## src/rtl/epbr_pkg.sv

```systemverilog
// Shared types, codes and constants for the emulation prevention byte remover.
package epbr_pkg;

  localparam int PosBitsDefault     = 24;
  localparam int HeldZeroMaxDefault = 255;
  localparam int EposW              = 24;
  localparam int QueueDepth         = 2;

  localparam logic [7:0] ByteZero = 8'h00;
  localparam logic [7:0] ByteEpb  = 8'h03;

  typedef enum logic [2:0] {
    ERR_NONE     = 3'd0,
    ERR_ZZ_LOW   = 3'd1,
    ERR_AFTER_EP = 3'd2,
    ERR_END_ZERO = 3'd3,
    ERR_HELD_OVF = 3'd4
  } epbr_err_e;

  // Item as classified by the front part, carried through the queue.
  typedef struct packed {
    logic [7:0]       data;
    logic             last;
    logic             vcl;
    logic             removed;
    logic [EposW-1:0] epos;
    epbr_err_e        err;
    logic             end_zero_run;
  } epbr_item_t;

endpackage

```

## src/rtl/emulation_prevention_byte_remover.sv

```systemverilog
// Path: an accepted item is written into the queue, then registered in the back part's result register.
// Throughput: one item per cycle while no result is held back by out_stall_i;
//   a two-item queue lets the front keep taking bytes while a result waits on out_stall_i.
// Reset (rst_ni low, asynchronous): zero run, post-removal flag, byte index, held-zero
//   count, queue pointers and output valid all clear; no clearing pass is needed.
module emulation_prevention_byte_remover #(
  parameter int POSITION_BITS = epbr_pkg::PosBitsDefault,
  parameter int HELD_ZERO_MAX = epbr_pkg::HeldZeroMaxDefault
) (
  input  logic        clk_i,
  input  logic        rst_ni,
  // input channel
  input  logic        in_valid_i,
  output logic        in_stall_o,
  input  logic [7:0]  in_byte_i,
  input  logic        last_in_unit_i,
  input  logic        vcl_unit_i,
  // result channel
  output logic        out_valid_o,
  input  logic        out_stall_i,
  output logic        byte_valid_o,
  output logic [7:0]  out_byte_o,
  output logic [7:0]  zeros_before_o,
  output logic        epb_removed_o,
  output logic [23:0] epb_position_o,
  output logic        unit_end_o,
  output logic [7:0]  dropped_zeros_o,
  output logic [2:0]  error_code_o
);
  import epbr_pkg::*;

  epbr_item_t front_item;
  epbr_item_t queue_item;
  logic       accept;
  logic       queue_full, queue_empty, back_pop;

  // Stall the input only when the queue has no room; the back part drains it
  // independently of the front.
  assign in_stall_o = queue_full;
  assign accept     = in_valid_i && !queue_full;

  // Classify each item against the zero-run state and push it into the queue.
  epbr_front #(
    .POSITION_BITS(POSITION_BITS)
  ) u_front (
    .clk_i          (clk_i),
    .rst_ni         (rst_ni),
    .accept_i       (accept),
    .in_byte_i      (in_byte_i),
    .last_in_unit_i (last_in_unit_i),
    .vcl_unit_i     (vcl_unit_i),
    .item_o         (front_item)
  );

  // Decouple the two parts so each can stall on its own.
  epbr_queue u_queue (
    .clk_i       (clk_i),
    .rst_ni      (rst_ni),
    .push_i      (accept),
    .push_item_i (front_item),
    .full_o      (queue_full),
    .pop_i       (back_pop),
    .empty_o     (queue_empty),
    .pop_item_o  (queue_item)
  );

  // Apply held-zero bookkeeping and register the result item.
  epbr_back #(
    .HELD_ZERO_MAX(HELD_ZERO_MAX)
  ) u_back (
    .clk_i           (clk_i),
    .rst_ni          (rst_ni),
    .have_item_i     (!queue_empty),
    .item_i          (queue_item),
    .pop_o           (back_pop),
    .out_valid_o     (out_valid_o),
    .out_stall_i     (out_stall_i),
    .byte_valid_o    (byte_valid_o),
    .out_byte_o      (out_byte_o),
    .zeros_before_o  (zeros_before_o),
    .epb_removed_o   (epb_removed_o),
    .epb_position_o  (epb_position_o),
    .unit_end_o      (unit_end_o),
    .dropped_zeros_o (dropped_zeros_o),
    .error_code_o    (error_code_o)
  );

endmodule

```

## src/rtl/epbr_front.sv

```systemverilog
// Front part: accept bytes, track the zero run and position, classify each item.
module epbr_front #(
  parameter int POSITION_BITS = epbr_pkg::PosBitsDefault
) (
  input  logic               clk_i,
  input  logic               rst_ni,
  input  logic               accept_i,
  input  logic [7:0]         in_byte_i,
  input  logic               last_in_unit_i,
  input  logic               vcl_unit_i,
  output epbr_pkg::epbr_item_t item_o
);
  import epbr_pkg::*;

  localparam int CopyW = (POSITION_BITS < EposW) ? POSITION_BITS : EposW;

  logic [1:0]               zero_run_q, zero_run_d;
  logic                     after_ep_q, after_ep_d;
  logic [POSITION_BITS-1:0] byte_index_q, byte_index_d;
  logic                     removed;

  assign removed = (zero_run_q == 2'd2) && (in_byte_i == ByteEpb);

  always_comb begin
    item_o.data    = in_byte_i;
    item_o.last    = last_in_unit_i;
    item_o.vcl     = vcl_unit_i;
    item_o.removed = removed;
    item_o.epos    = removed ? EposW'(byte_index_q[CopyW-1:0]) : '0;
    item_o.err     = ERR_NONE;
    if (after_ep_q && (in_byte_i > ByteEpb)) begin
      item_o.err = ERR_AFTER_EP;
    end
    if ((zero_run_q == 2'd2) && (in_byte_i < ByteEpb)) begin
      item_o.err = ERR_ZZ_LOW;
    end

    if (removed) begin
      zero_run_d = 2'd0;
    end else if (in_byte_i == ByteZero) begin
      zero_run_d = (zero_run_q == 2'd2) ? 2'd2 : zero_run_q + 2'd1;
    end else begin
      zero_run_d = 2'd0;
    end
    item_o.end_zero_run = (zero_run_d != 2'd0);
    after_ep_d = removed;
    byte_index_d = byte_index_q + POSITION_BITS'(1);

    if (last_in_unit_i) begin
      zero_run_d   = 2'd0;
      after_ep_d   = 1'b0;
      byte_index_d = '0;
    end
  end

  always_ff @(posedge clk_i or negedge rst_ni) begin
    if (!rst_ni) begin
      zero_run_q   <= 2'd0;
      after_ep_q   <= 1'b0;
      byte_index_q <= '0;
    end else if (accept_i) begin
      zero_run_q   <= zero_run_d;
      after_ep_q   <= after_ep_d;
      byte_index_q <= byte_index_d;
    end
  end

endmodule

```

## src/rtl/epbr_queue.sv

```systemverilog
// Short queue of classified items between the front and back parts.
module epbr_queue (
  input  logic                 clk_i,
  input  logic                 rst_ni,
  input  logic                 push_i,
  input  epbr_pkg::epbr_item_t push_item_i,
  output logic                 full_o,
  input  logic                 pop_i,
  output logic                 empty_o,
  output epbr_pkg::epbr_item_t pop_item_o
);
  import epbr_pkg::*;

  localparam int PtrW = (QueueDepth > 1) ? $clog2(QueueDepth) : 1;
  localparam int CntW = $clog2(QueueDepth + 1);

  epbr_item_t      entries_q [QueueDepth];
  logic [PtrW-1:0] wr_ptr_q, rd_ptr_q;
  logic [CntW-1:0] cnt_q;
  logic            do_push, do_pop;

  assign full_o     = (cnt_q == CntW'(QueueDepth));
  assign empty_o    = (cnt_q == '0);
  assign pop_item_o = entries_q[rd_ptr_q];
  assign do_push    = push_i && !full_o;
  assign do_pop     = pop_i && !empty_o;

  function automatic logic [PtrW-1:0] next_ptr(input logic [PtrW-1:0] p);
    return (p == PtrW'(QueueDepth - 1)) ? '0 : p + PtrW'(1);
  endfunction

  always_ff @(posedge clk_i) begin
    if (do_push) begin
      entries_q[wr_ptr_q] <= push_item_i;
    end
  end

  always_ff @(posedge clk_i or negedge rst_ni) begin
    if (!rst_ni) begin
      wr_ptr_q <= '0;
      rd_ptr_q <= '0;
      cnt_q    <= '0;
    end else begin
      if (do_push) begin
        wr_ptr_q <= next_ptr(wr_ptr_q);
      end
      if (do_pop) begin
        rd_ptr_q <= next_ptr(rd_ptr_q);
      end
      if (do_push && !do_pop) begin
        cnt_q <= cnt_q + CntW'(1);
      end else if (do_pop && !do_push) begin
        cnt_q <= cnt_q - CntW'(1);
      end
    end
  end

endmodule

```

## src/rtl/epbr_back.sv

```systemverilog
// Back part: hold VCL zeros, release or drop them, and register each result.
module epbr_back #(
  parameter int HELD_ZERO_MAX = epbr_pkg::HeldZeroMaxDefault
) (
  input  logic                 clk_i,
  input  logic                 rst_ni,
  input  logic                 have_item_i,
  input  epbr_pkg::epbr_item_t item_i,
  output logic                 pop_o,
  output logic                 out_valid_o,
  input  logic                 out_stall_i,
  output logic                 byte_valid_o,
  output logic [7:0]           out_byte_o,
  output logic [7:0]           zeros_before_o,
  output logic                 epb_removed_o,
  output logic [23:0]          epb_position_o,
  output logic                 unit_end_o,
  output logic [7:0]           dropped_zeros_o,
  output logic [2:0]           error_code_o
);
  import epbr_pkg::*;

  localparam int         LimitInt  = (HELD_ZERO_MAX > 255) ? 255 : HELD_ZERO_MAX;
  localparam logic [7:0] HeldLimit = 8'(LimitInt);

  logic       out_valid_q;
  logic [7:0] held_q, held_d;
  logic       bv_d, ovf;
  logic [7:0] ob_d, zb_d, drop_d;
  epbr_err_e  err_d;

  logic       bv_q, rm_q, end_q;
  logic [7:0] ob_q, zb_q, drop_q;
  logic [23:0] pos_q;
  epbr_err_e  err_q;

  assign pop_o = have_item_i && (!out_valid_q || !out_stall_i);

  always_comb begin
    held_d = held_q;
    bv_d   = 1'b0;
    ob_d   = 8'd0;
    zb_d   = 8'd0;
    drop_d = 8'd0;
    ovf    = 1'b0;
    if (item_i.removed) begin
      bv_d = 1'b0;
    end else if (item_i.vcl && (item_i.data == ByteZero)) begin
      if (held_q >= HeldLimit) begin
        bv_d   = 1'b1;
        zb_d   = held_q;
        held_d = 8'd0;
        ovf    = 1'b1;
      end else begin
        held_d = held_q + 8'd1;
      end
    end else begin
      bv_d   = 1'b1;
      ob_d   = item_i.data;
      zb_d   = held_q;
      held_d = 8'd0;
    end
    if (item_i.last) begin
      drop_d = item_i.vcl ? held_d : 8'd0;
      held_d = 8'd0;
    end
    if (item_i.err != ERR_NONE) begin
      err_d = item_i.err;
    end else if (item_i.last && item_i.end_zero_run) begin
      err_d = ERR_END_ZERO;
    end else if (ovf) begin
      err_d = ERR_HELD_OVF;
    end else begin
      err_d = ERR_NONE;
    end
  end

  always_ff @(posedge clk_i or negedge rst_ni) begin
    if (!rst_ni) begin
      out_valid_q <= 1'b0;
      held_q      <= 8'd0;
    end else begin
      if (pop_o) begin
        out_valid_q <= 1'b1;
        held_q      <= held_d;
      end else if (!out_stall_i) begin
        out_valid_q <= 1'b0;
      end
    end
  end

  always_ff @(posedge clk_i) begin
    if (pop_o) begin
      bv_q   <= bv_d;
      ob_q   <= ob_d;
      zb_q   <= zb_d;
      rm_q   <= item_i.removed;
      pos_q  <= item_i.epos;
      end_q  <= item_i.last;
      drop_q <= drop_d;
      err_q  <= err_d;
    end
  end

  assign out_valid_o     = out_valid_q;
  assign byte_valid_o    = bv_q;
  assign out_byte_o      = ob_q;
  assign zeros_before_o  = zb_q;
  assign epb_removed_o   = rm_q;
  assign epb_position_o  = pos_q;
  assign unit_end_o      = end_q;
  assign dropped_zeros_o = drop_q;
  assign error_code_o    = err_q;

endmodule

```

## config.mk

```make
export PLATFORM = sky130hd
export DESIGN_NAME = emulation_prevention_byte_remover
export DESIGN_NICKNAME = d
export VERILOG_FILES = /design/src/rtl/epbr_pkg.sv /design/src/rtl/emulation_prevention_byte_remover.sv /design/src/rtl/epbr_front.sv /design/src/rtl/epbr_queue.sv /design/src/rtl/epbr_back.sv
export SDC_FILE = /design/constraint.sdc
export NUM_CORES = 1
export LEC_CHECK = 0
export ABC_AREA = 1
export BUFFER_PORTS_ARGS = -buffer_cell sky130_fd_sc_hd__clkbuf_2
export CAP_MARGIN = 20
export CORE_MARGIN = 3
export CORE_UTILIZATION = 50
export CTS_CLUSTER_SIZE = 20
export DETAILED_ROUTE_END_ITERATION = 7
export HOLD_SLACK_MARGIN = 0.06
export PLACE_DENSITY = 0.69
export RECOVER_POWER = 100
export SYNTH_ARGS = -nofsm -noshare
export SYNTH_HDL_FRONTEND = slang
export SYNTH_SLANG_ARGS = --single-unit
```

## constraint.sdc

```tcl
create_clock -name clk_i -period 5.15 [get_ports clk_i]
set_clock_uncertainty 0.15 [all_clocks]
set_input_delay 0.2575 -clock clk_i [delete_from_list [all_inputs] [get_ports clk_i]]
set_output_delay 0.2575 -clock clk_i [all_outputs]
set_load 0.05 [all_outputs]
```

=== Word-level counts from Yosys, hierarchy flattened ===
Memory sizes are Yosys's and may differ from the RTL's.
Cells that the tools add are included.

* Add/subtract/negate cells: 7
* $mul: 0
* Div/mod/pow operators: 0
* $lt $le $gt $ge: 3
* Equal/unequal tests: 4
* Shifts and indexed selects: 0
* Multiplexer cells: 30
* Bitwise logic cells: 0
* Reduce and logical (&&, ||, !) cells: 26

{| class="wikitable"
|+ Operator list
! kind !! count
|-
| 24-bit 2-to-1 mux || 2
|-
| 8-bit 2-to-1 mux || 6
|-
| 24-bit by 1-bit adder with 24-bit output (second input constant) || 1
|-
| 8-bit logical NOT || 2
|-
| 2-bit 2-to-1 mux || 7
|-
| 3-bit 2-to-1 mux || 4
|-
| 1-bit logical AND || 11
|-
| 1-bit 2-to-1 mux || 11
|-
| 8-bit by 1-bit adder with 8-bit output (second input constant) || 1
|-
| 8-bit by 2-bit equality test with 1-bit output (second input constant) || 1
|-
| 8-bit >= comparator (second input constant) || 1
|-
| 8-bit by 2-bit > comparator with 1-bit output (second input constant) || 1
|-
| 8-bit by 2-bit less-than comparator with 1-bit output (second input constant) || 1
|-
| 1-bit logical NOT || 6
|-
| 2-bit by 1-bit adder with 2-bit output (second input constant) || 2
|-
| 2-bit equality test (second input constant) || 2
|-
| 2-bit nonzero test || 2
|-
| 3-bit nonzero test || 1
|-
| 1-bit adder (second input constant) || 2
|-
| 2-bit logical NOT || 1
|-
| 2-bit by 1-bit != test with 1-bit output (second input constant) || 1
|-
| 2-bit AND reduction || 1
|-
| 2-bit OR reduction || 1
|-
| 2-bit by 1-bit subtractor with 2-bit output (second input constant) || 1
|-
| 1-bit logical OR || 1
|}

* Flip-flop bits (word level): 94
* Bits in latches: 0
* Memory bits (writable): 78
* ROM bits: 0
* Bits of input ports: 14
* Output and inout bits: 56
* Logic and storage cells: 87
* Memories: 1

{| class="wikitable"
|+ Memory list
! name !! depth !! width !! read ports !! clocked after memory_dff !! wr ports !! line !! source
|-
| u_queue.entries_q || 2 || 39 || 1 || 0 || 1 || epbr_queue.sv:17 || <nowiki>epbr_item_t entries_q [QueueDepth];</nowiki>
|}

=== Longest topological paths before layout ===
* Depth in word-level cells: 8
* Mapped depth: 11
* Gate-level depth less buffers: 10

=== Cells and area by module ===
From an unflattened synthesis, not the netlist that was laid out.

* Cell total of the unflattened synthesis: 750
* Area total of the unflattened synthesis: 7504.7 um^2

{| class="wikitable"
|+ By module, submodules not included
! module !! instances !! cells an instance !! area an instance (um^2) !! seq. area each (um^2)
|-
| epbr_queue || 1 || 236 || 3070.4 || 2442.3
|-
| epbr_back || 1 || 216 || 2526.2 || 1846.8
|-
| epbr_front || 1 || 295 || 1894.3 || 675.6
|-
| emulation_prevention_byte_remover || 1 || 3 || 13.8 || 0.0
|}

=== Least setup slack after synthesis ===
No wires, ideal clock.

* Path type: register to register
* Start point: register u_queue.cnt_q[1]
* End point: memory u_queue.entries_q[1][0] (netlist bit), enable pin
* Setup time: 435 ps
* Data arrival time: 2245 ps
* Data required time: 4565 ps
* Setup slack: 2320 ps
* Cell stages (with the launch flop): 4
* Path buffers: 0
* Period minus slack after synthesis: 2830 ps
* Cells stage by stage: dfrtp_1 > inv_1 > o21ai_4 > nor2_1

* Longest elaborated chain between the ends: 6

{| class="wikitable"
|+ RTL lines
! element !! line !! source
|-
| start: declaration || epbr_queue.sv:19 || <nowiki>logic [CntW-1:0] cnt_q;</nowiki>
|-
| start signal: assignment || epbr_queue.sv:51 || <nowiki>cnt_q <= cnt_q + CntW'(1);</nowiki>
|-
| start signal: assignment || epbr_queue.sv:53 || <nowiki>cnt_q <= cnt_q - CntW'(1);</nowiki>
|-
| 2-bit equality test (*) || epbr_queue.sv:22 || <nowiki>assign full_o = (cnt_q == CntW'(QueueDepth));</nowiki>
|-
| 1-bit logical NOT (*) || emulation_prevention_byte_remover.sv:40, epbr_queue.sv:25 ||
|-
| 1-bit logical AND || emulation_prevention_byte_remover.sv:40 || <nowiki>assign accept = in_valid_i && !queue_full;</nowiki>
|-
| 1-bit logical AND (*) || epbr_queue.sv:25 || <nowiki>assign do_push = push_i && !full_o;</nowiki>
|-
| 1-bit 2-to-1 mux (*) || epbr_queue.sv:33 || <nowiki>if (do_push) begin</nowiki>
|-
| 1-bit 2-to-1 mux (not written as such) (*) || epbr_queue.sv:34 || <nowiki>entries_q[wr_ptr_q] <= push_item_i;</nowiki>
|-
| end: declaration || epbr_queue.sv:17 ||
|}

Every way passes the cells marked *; elsewhere a longest branch is shown, timed or not.

=== Final worst setup path ===
* Start point: register u_queue.cnt_q[0]
* End point: memory u_queue.entries_q[1][32] (netlist bit), enable pin

Same word-level chain as after synthesis.

==> run summary <==
crit end category: register
RSZ-0062 raised after global routing: no
initial antenna violation count: 0
Least-Margin Pin Slew: 2050 ps
Cells after Synth: 681
Final Util: 0.595
Final Cell Area: 8320 um2
number of synthesized flops with an enable pin: 130
Syn Nets: 700
CP Launch Type: register
Max Fclk: 0.288 GHz
post-synthesis async set-or-reset flop share: 0.235
max incr delay on CP: 1180 ps
Seq/Total Area, Yosys: 0.678
setup TNS: 0 ps
RR Startpoint: u_queue.cnt_q[0]
via/cell ratio: 5.08
NetSw: 2.11 mW
average cell area after synthesis: 10.6 um2
WS Path Type: register to register
VDD IR max: 0.305 mV
worst reg2reg path depth: 3
dominant cell type by area after synthesis: edfxtp_1
count of cell types in the netlist: 38
Clock transition at path regs: 60 ps
Most used DFF post-synth: edfxtp_1
drt drc: 0
floorplan row count: 43
CP delay by family, top: buffers and inverters
layout net count: 791
CTS tree: built
slowest CP cell: clkbuf_1
status: finished with violations
hold buffers post-CTS: 12
Yosys reg bits: 170
post-DP HPWL: 9.70 mm
die height: 126 um
Hold Path Class: input port to register
Final min period: 3470 ps
Via Count: 4903
combinational group share of total power: 0.347
die area: 15900 um2
largest net degree at the start of global routing: 41
die width: 126 um
Layout fillers: 1200
total number of yosys warnings: 0
worst path bufs/invs: 1
Placed Area: 7790 um2
Worst R2R Setup Slack: 1680 ps
share of cells above drive strength 1: 0.0739
first-iteration detailed-routing DRC count: 379
htree depth: 4
post-synth top area share: 0.540
Worst-Skew Late Latency: 420 ps
CTS Root Cell: clkbuf_16
P_int: 3.00 mW
final-report setup violation count: 0
ANT cells: 0
Global Route Usage Sum: 0.190
top cells by area, synth: edfxtp_1 54%, dfrtp_1 14%, nand2_1 11%
clk sinks: 170
crit-path cells: o21ai_4 > nor2_1 > clkbuf_1
Final GP Congestion: 0.838
failing checks: max-capacitance violations, max-slew violations
# port buffers: 69
# IOs: 70
Layout Area Growth over Synthesis: 15.1%
hold slack: 103 ps
Longest Clk Path Bufs: 2
Routed WL: 14.7 mm
postcts setup bufs: 0
Critical Path End: u_queue.entries_q[1][32]
Leakage Power: 3.46 nW
worst setup path start: u_queue.cnt_q[0]
Initial Utilization: 0.517
WP data arrival: 3340 ps
first-pass GRT wire length: 24.1 mm
power per cell area: 614 nW/um2
R2R Path End: u_queue.entries_q[1][32]
Worst EP required: 5020 ps
core area: 14000 um2
WP depth: 3
mapped cell area: 7230 um2
max_cap viols: 3
post-route ant nets: 0
Inserted Clock Buffers: 17
GR Overflow Total: 0
vias in the first global route: 4904
Clock power frac: 0.241
Flop pwr share: 0.412
switching share of power: 0.413
DR WL/cell: 15.2 um
total iterations of the first detailed-routing run: 5
fin. max-slew vios: 101
Worst Path Max Fanout: 24
Slew headroom: -0.365
final hold vios: 0
Tcrit/Tclk final: 0.674
post-CTS sizing: 0
-- state kept, by name (all words and copies together), names as in the netlist, 3 cells and up --
name / flops
u_front.byte_index_q: 24
u_back.epb_position_o: 24
u_back.held_q: 8
u_back.out_byte_o: 8
u_back.error_code_o: 3
u_queue.entries_q: 76
u_back.zeros_before_o: 8
u_back.dropped_zeros_o: 8
-- cells in the mapped netlist (5+ instances only) --
cell	n
nand2_2	11
nor3_1	8
o21ai_0	15
inv_1	79
dfrtp_1	40
nand3_1	25
a21oi_1	15
nand4_1	6
nand2_1	207
xor2_1	5
edfxtp_1	130
ha_1	5
nor2_1	83
-- power groups by stage --
stage / combinational (mW) / clock [mW] / sequential (mW)
2_1_floorplan: 0.683 / 0 / 2.87
3_3_place_gp: 1.80 / 0 / 2.13
3_5_place_dp: 1.88 / 0 / 2.13
4_1_cts: 1.89 / 1.26 / 2.11
5_1_grt: 1.90 / 1.31 / 2.14
6_report: 1.77 / 1.23 / 2.11
-- worst register-to-register path: stages, from the launching register on --
cell	delay, ps
dfrtp_1	490
o21ai_4	180
nor2_1	1050
clkbuf_1	1180
-- how the worst min path moves through the flow --
| stage | from | end | depth (start not counted) |
|---|---|---|---|
| 6_report | in_valid_i | u_front.byte_index_q[20] | 4 |
| 5_1_grt | in_valid_i | u_front.byte_index_q[20] | 4 |
| 4_1_cts | in_valid_i | u_front.byte_index_q[20] | 4 |
| 3_5_place_dp | in_byte_i[2] | u_queue.entries_q[0][32] | 1 |
| 3_3_place_gp | in_byte_i[2] | u_queue.entries_q[0][32] | 1 |
| 2_1_floorplan | rst_ni | u_back.held_q[0] | 0 |
-- layout by cell type (no fill, tap or decap), drive strengths merged --
| cell | synthesis | final |
|---|---|---|
| nand2 | 222 | 222 |
| edfxtp | 130 | 130 |
| clkbuf | 2 | 92 |
| nor2 | 91 | 91 |
| inv | 81 | 81 |
| dfrtp | 40 | 40 |
| nand3 | 29 | 29 |
| o21ai | 20 | 20 |
| a21oi | 15 | 15 |
| dlygate4sd3 | 0 | 12 |
| nor3 | 10 | 10 |
| clkinv | 1 | 10 |
| nand4 | 7 | 7 |
| xor2 | 5 | 5 |
| ha | 5 | 5 |
| o32ai | 2 | 2 |
| bufinv | 0 | 2 |
| clkinvlp | 0 | 2 |
| buf | 13 | 2 |
| and3 | 1 | 1 |
| and2 | 1 | 1 |
| nor4 | 1 | 1 |
| o211ai | 1 | 1 |
| a31oi | 1 | 1 |
| a22oi | 1 | 1 |
| nor2b | 1 | 1 |
| xnor2 | 1 | 1 |
-- metal layers --
layer	vias up	routed length (um)	share of wire	global-route usage
met5	-	0	0	0
met4	0	190	0.013	0.0732
met2	127	7120	0.48	0.305
met3	18	703	0.048	0.0433
met1	2367	6690	0.45	0.256
li1	2391	-	-	-
-- per-stage QoR --
stage / setup slack (ps) / total power [mW] / cells
after floorplan: 2320 / 3.56 / 681
after global placement: 2860 / 3.93 / 917
after detailed placement: 2820 / 4.01 / 920
after CTS: 2780 / 5.25 / 964
after global routing: 1370 / 5.35 / 965
final: 1680 / 5.11 / 965
-- final cells by class --
type,instances,area (um2),area share
multi-input combinational,414,1880,0.226
tap,180,225,0.0271
sequential,170,4900,0.590
timing repair buffer,87,424,0.0510
clock inverter,13,126,0.0152
clock buffer,19,453,0.0544
inverter,82,308,0.0370
-- cell families after synthesis --
kind of cell | count (synthesis) | share of synthesized area
buf+inv | 97 | 0.0569
flops | 170 | 0.678
fa+ha+maj | 5 | 0.00865
xor+xnor | 6 | 0.00727
compound gates | 40 | 0.0312
simple gates | 363 | 0.218
Power figures use the tool's default switching activity.
